### src/rtl/core/ttr_pkg.sv
package ttr_pkg;

  localparam int unsigned TagW         = 6;
  localparam int unsigned DataW        = 32;
  localparam int unsigned RingDepthDef = 64;
  localparam int unsigned WordBitsDef  = 32;

  typedef enum logic [1:0] {
    CMD_DISPATCH = 2'd0,
    CMD_FETCH    = 2'd1,
    CMD_COMPLETE = 2'd2,
    CMD_CONSUME  = 2'd3
  } cmd_e;

  typedef enum logic [1:0] {
    ST_OK       = 2'd0,
    ST_FULL     = 2'd1,
    ST_EMPTY    = 2'd2,
    ST_NOT_DONE = 2'd3
  } status_e;

  typedef struct packed {
    cmd_e             cmd;
    logic [TagW-1:0]  tag;
    logic [DataW-1:0] task_arg;
    logic [DataW-1:0] completion_value;
  } in_item_t;

  typedef struct packed {
    status_e          status;
    logic [TagW-1:0]  tag_out;
    logic [DataW-1:0] arg_out;
    logic [DataW-1:0] value_out;
  } out_item_t;

  // controller to datapath
  typedef struct packed {
    logic    latch;
    logic    dispatch;
    logic    fetch;
    logic    complete;
    logic    cons_rd;
    logic    fetch_cap;
    logic    cons_commit;
    logic    res_clr;
    status_e res_status;
    logic    out_load;
    logic    walk_rd;
    logic    walk_adv;
  } ctl_t;

  // datapath to controller
  typedef struct packed {
    cmd_e cmd;
    logic full;
    logic empty;
    logic can_complete;
    logic live_hit;
    logic done_rd;
    logic walk_end;
    logic walk_ok;
    logic out_free;
  } sts_t;

endpackage

### src/rtl/core/task_tag_ring_in_order_reclaim.sv
// flow: a command is latched and executed; a fetch from a non-empty ring and a consume inside
//   the live window add a registered read, then the reply waits for a free output register
// handshake: in_stall is held outside idle, so a new item is taken only after the reply is
//   loaded and, after a successful consume, the walk over the oldest reclaimable slots ends
// reset: asynchronous active low, clears the three ring pointers and the output valid;
//   slot memories are not cleared: arg and flags are rewritten on dispatch, value on complete
module task_tag_ring_in_order_reclaim #(
  parameter int unsigned RING_DEPTH = ttr_pkg::RingDepthDef,
  parameter int unsigned WORD_BITS  = ttr_pkg::WordBitsDef
) (
  input  logic               clk_i,
  input  logic               rst_ni,
  input  logic               in_valid_i,
  output logic               in_stall_o,
  input  ttr_pkg::in_item_t  in_item_i,
  output logic               out_valid_o,
  input  logic               out_stall_i,
  output ttr_pkg::out_item_t out_item_o
);

  import ttr_pkg::*;

  ctl_t ctl;
  sts_t sts;

  ttr_ctrl u_ctrl (
    .clk_i      (clk_i),
    .rst_ni     (rst_ni),
    .in_valid_i (in_valid_i),
    .in_stall_o (in_stall_o),
    .sts_i      (sts),
    .ctl_o      (ctl)
  );

  ttr_dp #(
    .RING_DEPTH (RING_DEPTH),
    .WORD_BITS  (WORD_BITS)
  ) u_dp (
    .clk_i       (clk_i),
    .rst_ni      (rst_ni),
    .in_item_i   (in_item_i),
    .out_stall_i (out_stall_i),
    .out_valid_o (out_valid_o),
    .out_item_o  (out_item_o),
    .ctl_i       (ctl),
    .sts_o       (sts)
  );

endmodule

### src/rtl/core/ttr_ram.sv
module ttr_ram #(
  parameter int unsigned Width = 32,
  parameter int unsigned Depth = 64
) (
  input  logic                     clk_i,
  input  logic                     we_i,
  input  logic [$clog2(Depth)-1:0] waddr_i,
  input  logic [Width-1:0]         wdata_i,
  input  logic                     re_i,
  input  logic [$clog2(Depth)-1:0] raddr_i,
  output logic [Width-1:0]         rdata_o
);

  logic [Width-1:0] mem_q [Depth];
  logic [Width-1:0] rdata_q;

  always_ff @(posedge clk_i) begin
    if (we_i) begin
      mem_q[waddr_i] <= wdata_i;
    end
  end

  always_ff @(posedge clk_i) begin
    if (re_i) begin
      rdata_q <= mem_q[raddr_i];
    end
  end

  assign rdata_o = rdata_q;

endmodule

### src/rtl/core/ttr_ctrl.sv
module ttr_ctrl (
  input  logic          clk_i,
  input  logic          rst_ni,
  input  logic          in_valid_i,
  output logic          in_stall_o,
  input  ttr_pkg::sts_t sts_i,
  output ttr_pkg::ctl_t ctl_o
);

  import ttr_pkg::*;

  typedef enum logic [6:0] {
    S_IDLE     = 7'b0000001,
    S_EXEC     = 7'b0000010,
    S_FETCH_RD = 7'b0000100,
    S_CONS_RD  = 7'b0001000,
    S_PUT      = 7'b0010000,
    S_WALK_RD  = 7'b0100000,
    S_WALK_CHK = 7'b1000000
  } state_e;

  state_e state_q, state_d;
  logic   walk_q, walk_d;

  assign in_stall_o = (state_q != S_IDLE);

  always_comb begin
    state_d = state_q;
    walk_d  = walk_q;
    ctl_o   = '0;
    ctl_o.res_status = ST_OK;
    unique case (state_q)
      S_IDLE: begin
        if (in_valid_i) begin
          ctl_o.latch = 1'b1;
          state_d     = S_EXEC;
        end
      end
      S_EXEC: begin
        unique case (sts_i.cmd)
          CMD_DISPATCH: begin
            ctl_o.res_clr = 1'b1;
            if (sts_i.full) begin
              ctl_o.res_status = ST_FULL;
            end else begin
              ctl_o.dispatch = 1'b1;
            end
            state_d = S_PUT;
          end
          CMD_FETCH: begin
            ctl_o.res_clr = 1'b1;
            if (sts_i.empty) begin
              ctl_o.res_status = ST_EMPTY;
              state_d          = S_PUT;
            end else begin
              ctl_o.fetch = 1'b1;
              state_d     = S_FETCH_RD;
            end
          end
          CMD_COMPLETE: begin
            // complete of a tag outside the issued window is dropped
            ctl_o.res_clr  = 1'b1;
            ctl_o.complete = sts_i.can_complete;
            state_d        = S_PUT;
          end
          CMD_CONSUME: begin
            if (sts_i.live_hit) begin
              ctl_o.cons_rd = 1'b1;
              state_d       = S_CONS_RD;
            end else begin
              ctl_o.res_clr    = 1'b1;
              ctl_o.res_status = ST_NOT_DONE;
              state_d          = S_PUT;
            end
          end
          default: state_d = S_PUT;
        endcase
      end
      S_FETCH_RD: begin
        ctl_o.fetch_cap = 1'b1;
        state_d         = S_PUT;
      end
      S_CONS_RD: begin
        ctl_o.res_clr = 1'b1;
        if (sts_i.done_rd) begin
          ctl_o.cons_commit = 1'b1;
          walk_d            = 1'b1;
        end else begin
          ctl_o.res_status = ST_NOT_DONE;
        end
        state_d = S_PUT;
      end
      S_PUT: begin
        if (sts_i.out_free) begin
          ctl_o.out_load = 1'b1;
          walk_d         = 1'b0;
          state_d        = walk_q ? S_WALK_RD : S_IDLE;
        end
      end
      S_WALK_RD: begin
        if (sts_i.walk_end) begin
          state_d = S_IDLE;
        end else begin
          ctl_o.walk_rd = 1'b1;
          state_d       = S_WALK_CHK;
        end
      end
      S_WALK_CHK: begin
        // oldest slot retires only once both done and consumed
        if (sts_i.walk_ok) begin
          ctl_o.walk_adv = 1'b1;
          state_d        = S_WALK_RD;
        end else begin
          state_d = S_IDLE;
        end
      end
      default: state_d = S_IDLE;
    endcase
  end

  always_ff @(posedge clk_i or negedge rst_ni) begin
    if (!rst_ni) begin
      state_q <= S_IDLE;
      walk_q  <= 1'b0;
    end else begin
      state_q <= state_d;
      walk_q  <= walk_d;
    end
  end

endmodule

### src/rtl/core/ttr_dp.sv
module ttr_dp #(
  parameter int unsigned RING_DEPTH = ttr_pkg::RingDepthDef,
  parameter int unsigned WORD_BITS  = ttr_pkg::WordBitsDef
) (
  input  logic               clk_i,
  input  logic               rst_ni,
  input  ttr_pkg::in_item_t  in_item_i,
  input  logic               out_stall_i,
  output logic               out_valid_o,
  output ttr_pkg::out_item_t out_item_o,
  input  ttr_pkg::ctl_t      ctl_i,
  output ttr_pkg::sts_t      sts_o
);

  import ttr_pkg::*;

  localparam int unsigned SlotW = $clog2(RING_DEPTH);
  localparam int unsigned PtrW  = SlotW + 1;

  // latched command
  cmd_e             cmd_q;
  logic [SlotW-1:0] slot_q;
  logic [WORD_BITS-1:0] arg_q;
  logic [WORD_BITS-1:0] val_q;

  logic [PtrW-1:0] alloc_q, issue_q, recl_q;

  out_item_t res_q, res_d;
  out_item_t out_q;
  logic      out_valid_q;

  // width adapters between fixed port fields and ring sizes
  logic [SlotW+TagW-1:0]      tag_ext;
  logic [WORD_BITS+DataW-1:0] arg_ext, val_ext;
  logic [SlotW+TagW-1:0]      alloc_tag_ext, issue_tag_ext;
  logic [WORD_BITS+DataW-1:0] arg_rd_ext, val_rd_ext;

  logic [SlotW-1:0] alloc_slot, issue_slot, recl_slot;
  logic [PtrW-1:0]  live, issued;
  logic [SlotW-1:0] off;

  logic [WORD_BITS-1:0] arg_rd, val_rd;
  logic                 done_rd, cons_rd;

  logic             flag_we;
  logic [SlotW-1:0] flag_waddr;
  logic [SlotW-1:0] done_raddr;

  assign tag_ext = {{SlotW{1'b0}}, in_item_i.tag};
  assign arg_ext = {{WORD_BITS{1'b0}}, in_item_i.task_arg};
  assign val_ext = {{WORD_BITS{1'b0}}, in_item_i.completion_value};

  always_ff @(posedge clk_i) begin
    if (ctl_i.latch) begin
      cmd_q  <= in_item_i.cmd;
      slot_q <= tag_ext[SlotW-1:0];
      arg_q  <= arg_ext[WORD_BITS-1:0];
      val_q  <= val_ext[WORD_BITS-1:0];
    end
  end

  assign alloc_slot = alloc_q[SlotW-1:0];
  assign issue_slot = issue_q[SlotW-1:0];
  assign recl_slot  = recl_q[SlotW-1:0];

  assign live   = alloc_q - recl_q;
  assign issued = issue_q - recl_q;
  assign off    = slot_q - recl_slot;

  always_ff @(posedge clk_i or negedge rst_ni) begin
    if (!rst_ni) begin
      alloc_q <= '0;
      issue_q <= '0;
      recl_q  <= '0;
    end else begin
      if (ctl_i.dispatch) alloc_q <= alloc_q + PtrW'(1);
      if (ctl_i.fetch)    issue_q <= issue_q + PtrW'(1);
      if (ctl_i.walk_adv) recl_q  <= recl_q + PtrW'(1);
    end
  end

  ttr_ram #(.Width(WORD_BITS), .Depth(RING_DEPTH)) u_arg_ram (
    .clk_i   (clk_i),
    .we_i    (ctl_i.dispatch),
    .waddr_i (alloc_slot),
    .wdata_i (arg_q),
    .re_i    (ctl_i.fetch),
    .raddr_i (issue_slot),
    .rdata_o (arg_rd)
  );

  ttr_ram #(.Width(WORD_BITS), .Depth(RING_DEPTH)) u_val_ram (
    .clk_i   (clk_i),
    .we_i    (ctl_i.complete),
    .waddr_i (slot_q),
    .wdata_i (val_q),
    .re_i    (ctl_i.cons_rd),
    .raddr_i (slot_q),
    .rdata_o (val_rd)
  );

  // flags of a slot are cleared on dispatch, so they need no reset
  assign flag_waddr = ctl_i.dispatch ? alloc_slot : slot_q;
  assign flag_we    = ctl_i.dispatch | ctl_i.complete;
  assign done_raddr = ctl_i.walk_rd ? recl_slot : slot_q;

  ttr_ram #(.Width(1), .Depth(RING_DEPTH)) u_done_ram (
    .clk_i   (clk_i),
    .we_i    (flag_we),
    .waddr_i (flag_waddr),
    .wdata_i (ctl_i.complete),
    .re_i    (ctl_i.cons_rd | ctl_i.walk_rd),
    .raddr_i (done_raddr),
    .rdata_o (done_rd)
  );

  ttr_ram #(.Width(1), .Depth(RING_DEPTH)) u_cons_ram (
    .clk_i   (clk_i),
    .we_i    (ctl_i.dispatch | ctl_i.cons_commit),
    .waddr_i (flag_waddr),
    .wdata_i (ctl_i.cons_commit),
    .re_i    (ctl_i.walk_rd),
    .raddr_i (recl_slot),
    .rdata_o (cons_rd)
  );

  assign alloc_tag_ext = {{TagW{1'b0}}, alloc_slot};
  assign issue_tag_ext = {{TagW{1'b0}}, issue_slot};
  assign arg_rd_ext    = {{DataW{1'b0}}, arg_rd};
  assign val_rd_ext    = {{DataW{1'b0}}, val_rd};

  always_comb begin
    res_d = res_q;
    if (ctl_i.res_clr) begin
      res_d        = '0;
      res_d.status = ctl_i.res_status;
    end
    if (ctl_i.dispatch)    res_d.tag_out   = alloc_tag_ext[TagW-1:0];
    if (ctl_i.fetch)       res_d.tag_out   = issue_tag_ext[TagW-1:0];
    if (ctl_i.fetch_cap)   res_d.arg_out   = arg_rd_ext[DataW-1:0];
    if (ctl_i.cons_commit) res_d.value_out = val_rd_ext[DataW-1:0];
  end

  always_ff @(posedge clk_i) begin
    res_q <= res_d;
    if (ctl_i.out_load) begin
      out_q <= res_q;
    end
  end

  always_ff @(posedge clk_i or negedge rst_ni) begin
    if (!rst_ni) begin
      out_valid_q <= 1'b0;
    end else if (ctl_i.out_load) begin
      out_valid_q <= 1'b1;
    end else if (!out_stall_i) begin
      out_valid_q <= 1'b0;
    end
  end

  assign out_valid_o = out_valid_q;
  assign out_item_o  = out_q;

  assign sts_o.cmd          = cmd_q;
  assign sts_o.full         = live[SlotW];
  assign sts_o.empty        = (issue_q == alloc_q);
  assign sts_o.can_complete = ({1'b0, off} < issued);
  assign sts_o.live_hit     = ({1'b0, off} < live);
  assign sts_o.done_rd      = done_rd;
  assign sts_o.walk_end     = (recl_q == alloc_q);
  assign sts_o.walk_ok      = done_rd & cons_rd;
  assign sts_o.out_free     = ~out_valid_q | ~out_stall_i;

endmodule

### config.mk
export PLATFORM = sky130hd
export DESIGN_NAME = task_tag_ring_in_order_reclaim
export DESIGN_NICKNAME = d
export VERILOG_FILES = /design/src/rtl/core/ttr_pkg.sv /design/src/rtl/core/task_tag_ring_in_order_reclaim.sv /design/src/rtl/core/ttr_ram.sv /design/src/rtl/core/ttr_ctrl.sv /design/src/rtl/core/ttr_dp.sv
export SDC_FILE = /design/constraint.sdc
export NUM_CORES = 2
export LEC_CHECK = 0
export ABC_CLOCK_PERIOD_IN_PS = 19000
export BUFFER_PORTS_ARGS = -buffer_cell sky130_fd_sc_hd__clkbuf_2
export CORE_ASPECT_RATIO = 1.5
export CORE_MARGIN = 1.5
export CORE_UTILIZATION = 40
export DETAILED_ROUTE_END_ITERATION = 12
export PLACE_DENSITY = 0.58
export RECOVER_POWER = 100
export SLEW_MARGIN = 15
export SYNTH_ARGS = -nofsm -noshare
export SYNTH_HDL_FRONTEND = slang
export SYNTH_MEMORY_MAX_BITS = 65536
export SYNTH_SLANG_ARGS = --single-unit
export TNS_END_PERCENT = 20
### constraint.sdc
create_clock -name clk_i -period 19 [get_ports clk_i]
set_clock_uncertainty 0.15 [all_clocks]
set_input_delay 3.8 -clock clk_i [delete_from_list [all_inputs] [get_ports clk_i]]
set_output_delay 3.8 -clock clk_i [all_outputs]
set_load 0.1 [all_outputs]
Word-level counts from Yosys, hierarchy flattened
Memories as Yosys holds them, arrays and structs flattened. A register that Yosys moved wholly into a read port is not among the register bits.
Index checks and enable logic that the tools add are counted.
{ "word_totals": {"ff_bits": 246, "mem_bits_rw": 4224, "in_bits": 76, "output_inout_bits": 74, "elab_cells": 119, "n_memories": 4} }
{ "mem_list": {"columns": ["memory", "depth", "width", "read_ports", "rd_clocked_by_memory_dff", "wr", "line", "source"], "rows": [
  ["u_dp.u_arg_ram.mem_q", 64, 32, 1, 1, 1, "ttr_ram.sv:14", "logic [Width-1:0] mem_q [Depth];"],
  ["u_dp.u_val_ram.mem_q", 64, 32, 1, 1, 1, "ttr_ram.sv:14", null],
  ["u_dp.u_cons_ram.mem_q", 64, 1, 1, 1, 1, "ttr_ram.sv:14", null],
  ["u_dp.u_done_ram.mem_q", 64, 1, 1, 1, 1, "ttr_ram.sv:14", null]
]} }
{ "classes": {"add_sub_neg": 6, "magnitude_cmp": 2, "n_eq_ne": 17, "n_mux": 55, "bitwise_logic": 7, "n_reduce_logical": 10} }
{ "op_table": {"columns": ["operator", "n"], "rows": [
  ["70-bit 2-to-1 mux", 1],
  ["32-bit 2-to-1 mux", 2],
  ["7-bit one-hot mux with 6 select lines", 1],
  ["6-bit 2-to-1 mux", 6],
  ["1-bit 2-to-1 mux", 31],
  ["7-bit by 1-bit adder with 7-bit output, second input constant", 3],
  ["7-bit 2-to-1 mux", 3],
  ["7-bit one-hot mux with 3 select lines", 1],
  ["7-bit == test", 2],
  ["6-bit by 7-bit < comparator with 1-bit output", 2],
  ["7-bit subtractor", 2],
  ["5-bit 2-to-1 mux", 2],
  ["7-bit by 1-bit == test with 1-bit output, second input constant", 1],
  ["7-bit by 2-bit == test with 1-bit output, second input constant", 1],
  ["7-bit by 3-bit == test with 1-bit output, second input constant", 1],
  ["7-bit by 4-bit == test with 1-bit output, second input constant", 1],
  ["7-bit by 5-bit == test with 1-bit output, second input constant", 1],
  ["7-bit by 6-bit == test with 1-bit output, second input constant", 1],
  ["7-bit == test, second input constant", 1],
  ["7-bit by 1-bit != test with 1-bit output, second input constant", 1],
  ["2-bit one-hot mux with 3 select lines", 1],
  ["3-bit one-hot mux with 2 select lines", 1],
  ["2-bit nonzero test", 3],
  ["6-bit subtractor", 1],
  ["other kinds (17)", 27]
]} }

Longest topological paths before layout
{ "depth": {"word_depth": 8, "mapped_depth": 18, "depth_no_buf": 13} }

Modules after synthesis
A second synthesis with hierarchy kept.
{ "hier_totals": {"hier_cells": 7680, "area_unflattened_um2": 173236.1} }
{ "by_module_without_submodules": {"columns": ["mod", "instances", "cells_per_inst", "area_per_inst_um2", "seq_area_each_um2"], "rows": [
  ["ttr_ram (u_dp.u_arg_ram ...)", 2, 3324, 78835.6, 62459.9],
  ["ttr_dp", 1, 541, 9066.2, 7036.7],
  ["ttr_ram (u_dp.u_cons_ram ...)", 2, 204, 2924.1, 1951.9],
  ["ttr_ctrl", 1, 83, 650.6, 201.4]
]} }

Worst setup path after synthesis
OpenSTA, ideal clock, no wires.
{ "synth_timing": {"path_kind": "input -> register", "from": "input out_stall_i", "to": "register u_dp.out_q (netlist bit u_dp.out_item_o[0]), enable pin", "setup_time_ps": 527, "arrival_ps": 7338, "required_ps": 18323, "path_slack_ps": 10985, "cell_stages": 1, "n_path_buf": 0, "cell_sequence": "a21oi_1"} }
{ "synth_between": {"elab_chain_len": 4} }
{ "synth_rtl": {"columns": ["element", "line", "source"], "rows": [
  ["start: declaration", "task_tag_ring_in_order_reclaim.sv:17", "input logic out_stall_i,"],
  ["1-bit NOT", "ttr_dp.sv:172", "assign sts_o.out_free = ~out_valid_q | ~out_stall_i;"],
  ["1-bit OR", "ttr_dp.sv:172", null],
  ["1-bit 2-to-1 mux", "ttr_ctrl.sv:94", "if (sts_i.out_free) begin"],
  ["1-bit 2-to-1 mux", "ttr_ctrl.sv:32", "unique case (state_q)"],
  ["end signal: assignment", "ttr_dp.sv:147", "out_q <= res_q;"],
  ["end: declaration", "ttr_dp.sv:29", "out_item_t out_q;"]
]} }
Every way passes these cells.
A chain may end at the register's enable or synchronous reset.

Final worst setup path
{ "layout_timing": {"from": "register u_dp.slot_q[1]", "to": "register u_dp.u_val_ram.rdata_q[5], in the netlist u_dp.u_val_ram.rdata_o[5], read port of u_dp.u_val_ram.mem_q, data pin"} }
{ "layout_between": {"elab_chain_len": 5} }
{ "layout_rtl": {"columns": ["element", "line", "source"], "rows": [
  ["start: declaration", "ttr_dp.sv:22", "logic [SlotW-1:0] slot_q;"],
  ["start signal: assignment", "ttr_dp.sv:56", "slot_q <= tag_ext[SlotW-1:0];"],
  ["6-bit subtractor", "ttr_dp.sv:68", "assign off = slot_q - recl_slot;"],
  ["6-bit by 7-bit < comparator with 1-bit output", "ttr_dp.sv:168", "assign sts_o.live_hit = ({1'b0, off} < live);"],
  ["1-bit 2-to-1 mux", "ttr_ctrl.sv:67", "if (sts_i.live_hit) begin"],
  ["1-bit 2-to-1 mux", "ttr_ctrl.sv:40", "unique case (sts_i.cmd)"],
  ["4-bit 2-to-1 mux", "ttr_ctrl.sv:32", null],
  ["end: declaration", "ttr_ram.sv:15", "logic [Width-1:0] rdata_q;"]
]} }
Parallel ways exist; a longest one is shown, timed or not.

==> summary.md <==
| Metric | Value |
|---|---|
| First-pass DRT Iterations | `7` |
| Critical-path top delay cell | `clkbuf_1` |
| Syn Inst Count | `7958` |
| Worst flop-to-flop path startpoint | `u_dp.slot_q[1]` |
| Clock Tree Root | `clkbuf_16` |
| Synth warn | `0` |
| Row cnt | `292` |
| Failing checks | `capacitance limit, slew limit` |
| Core area | `421000 um2` |
| Initial antenna violation count | `36` |
| Cell area after synthesis | `169000 um2` |
| Syn_nets | `8065` |
| Via density | `5.93` |
| Design area | `191000 um2` |
| Post-Synth XOR/XNOR Area | `0.223%` |
| First-pass GRT wire length | `674000 um` |
| Hold buffer count at cts | `0` |
| Period Utilization, post-route | `63.7%` |
| Type of the most critical hold path | `reg -> reg` |
| Max incr delay on CP | `2.61 ns` |
| Starting Density | `40.2%` |
| Reg2Reg Depth | `10` |
| Crit-path most repeated cell | `clkbuf_1` |
| Overall power | `0.0241 W` |
| Slew Limit Fails | `8453` |
| Netlist cell types | `86` |
| Hold slack | `0.273 ns` |
| CP arrival | `12.71 ns` |
| CP endpoint kind | `flop` |
| WS Path Type | `reg -> reg` |
| Num ports | `150` |
| Nets | `8503` |
| Most frequent cells in the layout | `edfxtp_1 (4506), a22oi_1 (694), mux4_2 (694)` |
| Vias in the first global route | `86400` |
| Chip Height | `800 um` |
| Core Util, Final | `45.3%` |
| Worst reg2reg endpoint | `u_dp.u_val_ram.rdata_o[5]` |
| GRT Total Usage | `22.3%` |
| Power per cell area | `126 nW/um2` |
| Wire per inst | `33.8 um` |
| Total Wirelength | `484000 um` |
| Slew @ Worst Pin | `9.26 ns` |
| Crit path launch | `u_dp.slot_q[1]` |
| Worst Setup EP | `u_dp.u_val_ram.rdata_o[5]` |
| Worst Path Required | `19.60 ns` |
| Initial DRC count | `9869` |
| Input/output buffers | `149` |
| Via count | `85100` |
| Layout cells sized above 1 | `18.1%` |
| Final setup violation count | `0` |
| TritonCTS buffer count | `414` |
| Mux contribution to synthesized area | `9.59%` |
| Pleak | `56.4 nW` |
| Placed instance area | `179000 um2` |
| Clock Sinks | `4536` |
| Status | `finished with violations` |
| Critical-path cell list | `clkbuf_1, clkinv_1, nor2_1, clkbuf_1, clkbuf_1, clkbuf_1, a221oi_1, a311o_1, a21o_1, o211ai_1` |
| CTS max path bufs | `4` |
| Maximum clock rate | `82.6 MHz` |
| Cts repair resizes | `0` |
| Gpl congestion | `0.874` |
| Sum Neg Setup Slack | `0 ns` |
| Ys async rst share | `0.661%` |
| Worst Hold Launch | `u_dp.res_q[29]` |
| Final Hold Fails | `0` |
| Reg clk slew, reported paths | `0.06 ns` |
| Post-synth EDFFs | `4506` |
| Sequential area share after synthesis | `80.4%` |
| Register bit total from synthesis | `4536` |
| CTS tree | `done` |
| Post-CTS setup buffer count | `0` |
| Worst-path maximum fanout | `57` |
| Remaining Overflow, GRT | `0` |
| Largest family of logic cells by synthesized area | `multiplexers` |
| Clock Latency Late Sink | `1.02 ns` |
| Slew margin rel. | `-517%` |
| Hpwl dp | `285000 um` |
| RSZ-0062 raised after global routing | `false` |
| Largest net degree at the start of global routing | `154` |
| Max_cap viols | `210` |
| Main flop type after synthesis | `edfxtp_1` |
| Layout Area Growth over Synthesis | `12.8%` |
| Reg-to-reg slack, setup | `6.89 ns` |
| Antenna-violating nets left | `0` |
| Startpoint Class | `flop` |
| Die footprint | `427000 um2` |
| H-tree Lvls | `5` |
| Drt drc | `0` |
| Min Tclk post-route | `12.11 ns` |
| Compound-Gate Fraction of Synth Area | `6.37%` |
| Synth Area in Adders | `0.254%` |
| Chip Width | `534 um` |
| Peak VDD IR | `0.0000852 V` |
| Simple logic cell fraction of the synthesized area | `1.97%` |
| Post-Syn Area per Cell | `21.3 um2` |
| Commonest non-fill, non-tap cell in the layout | `edfxtp_1` |
[final cells by class]
cell class | count | area, um2
multi-input cells | 2918 | 31700
flip-flops and latches | 4536 | 136000
well taps | 5586 | 6990
clock buffers | 489 | 10700
diodes | 19 | 47.5
repair buffers | 505 | 2450
inverters | 21 | 78.8
clock inverters | 271 | 2960
fillers | 35200 | 230000
[kinds of logic (layout without fill, tap and decap cells)]
family                   Yosys count  in the layout
XOR/XNOR                          43             43
AND/OR/NAND/NOR                  658            658
adder cells (fa/ha/maj)           33             33
other                              0             19
multiplexers                     749            749
flip-flops                      4536           4536
buffers and inverters            504           1286
AO/OA/AOI/OAI                   1435           1435
[Yosys cell counts (28+ instances only)]
cell	number	share of area (%)
a21oi_1	132	0.39
a221oi_1	170	0.88
a22o_1	159	0.82
a22oi_1	694	3.1
a31oi_1	127	0.47
and2_1	33	0.12
and3_1	38	0.14
buf_1	97	0.22
buf_2	64	0.19
clkbuf_1	304	0.67
dfrtp_1	29	0.43
edfxtp_1	4506	80
ha_1	28	0.21
mux2_2	31	0.21
mux4_2	694	9.2
nand2_1	108	0.24
nand3_1	44	0.13
nand4_1	101	0.37
nor2_1	179	0.40
nor3_1	76	0.22
xnor2_1	29	0.15
[report_power, final]
part           switching (W)  internal (W)  total (W)  leakage, nW
sequential          0.000102        0.0117     0.0118         40.9
clock                0.00373       0.00476    0.00849         6.68
combinational        0.00254       0.00125    0.00379         8.83
total                0.00637        0.0177     0.0241         56.4
[sequential cells by signal, indices dropped and copies added, names as in the netlist]
| name | cells |
|---|---|
| u_dp.out_valid_o | 1 |
| u_dp.val_q | 32 |
| u_dp.u_done_ram.mem_q | 64 |
| u_ctrl.walk_q | 1 |
| u_dp.u_cons_ram.rdata_o | 1 |
| u_dp.u_val_ram.rdata_o | 32 |
| u_dp.arg_q | 32 |
| u_dp.slot_q | 6 |
| u_dp.u_done_ram.rdata_o | 1 |
| u_dp.recl_q | 7 |
| u_dp.u_arg_ram.rdata_o | 32 |
| u_dp.u_arg_ram.mem_q | 2048 |
| u_dp.cmd_q | 2 |
| u_dp.alloc_q | 7 |
| u_dp.issue_q | 7 |
| u_dp.u_val_ram.mem_q | 2048 |
| u_ctrl.state_q | 7 |
| u_dp.u_cons_ram.mem_q | 64 |
| u_dp.out_item_o | 72 |
| u_dp.res_q | 72 |
[per-stage QoR]
step / worst slack, ns / cells
final: 6.89 / 14300
after global routing: 6.14 / 14300
after CTS: 12.14 / 14300
after detailed placement: 12.38 / 13600
after global placement: 12.40 / 13600
after floorplan: 10.99 / 7958
[worst max-delay path, delay by kind of cell, from the launching register on]
family / cells / cell delay (ns)
DFF: 1 / 0.40
buffers and inverters: 5 / 8.82
and+or+nand+nor: 1 / 0.73
AOI/OAI and AO/OA: 4 / 1.67
[per-layer routing]
metal	track usage, %	up-vias	share of wire [%]
li1	-	34900	-
met1	26.6	45600	36
met2	39.2	3709	52
met3	2.78	874	6.3
met4	12.0	8	6.1
met5	0	-	0.011
[worst min-delay path by stage]
stage	slack, ns	endpoint	depth (start not counted)
6_report	0.27	u_dp.out_item_o[29]	0
5_1_grt	0.27	u_dp.out_item_o[5]	0
4_1_cts	0.27	u_dp.out_item_o[29]	0
3_5_place_dp	0.26	u_dp.out_item_o[5]	0
3_3_place_gp	0.26	u_dp.out_item_o[31]	0
2_1_floorplan	0.25	u_dp.out_item_o[0]	0
No activity file was read; power rests on OpenSTA's default activity.
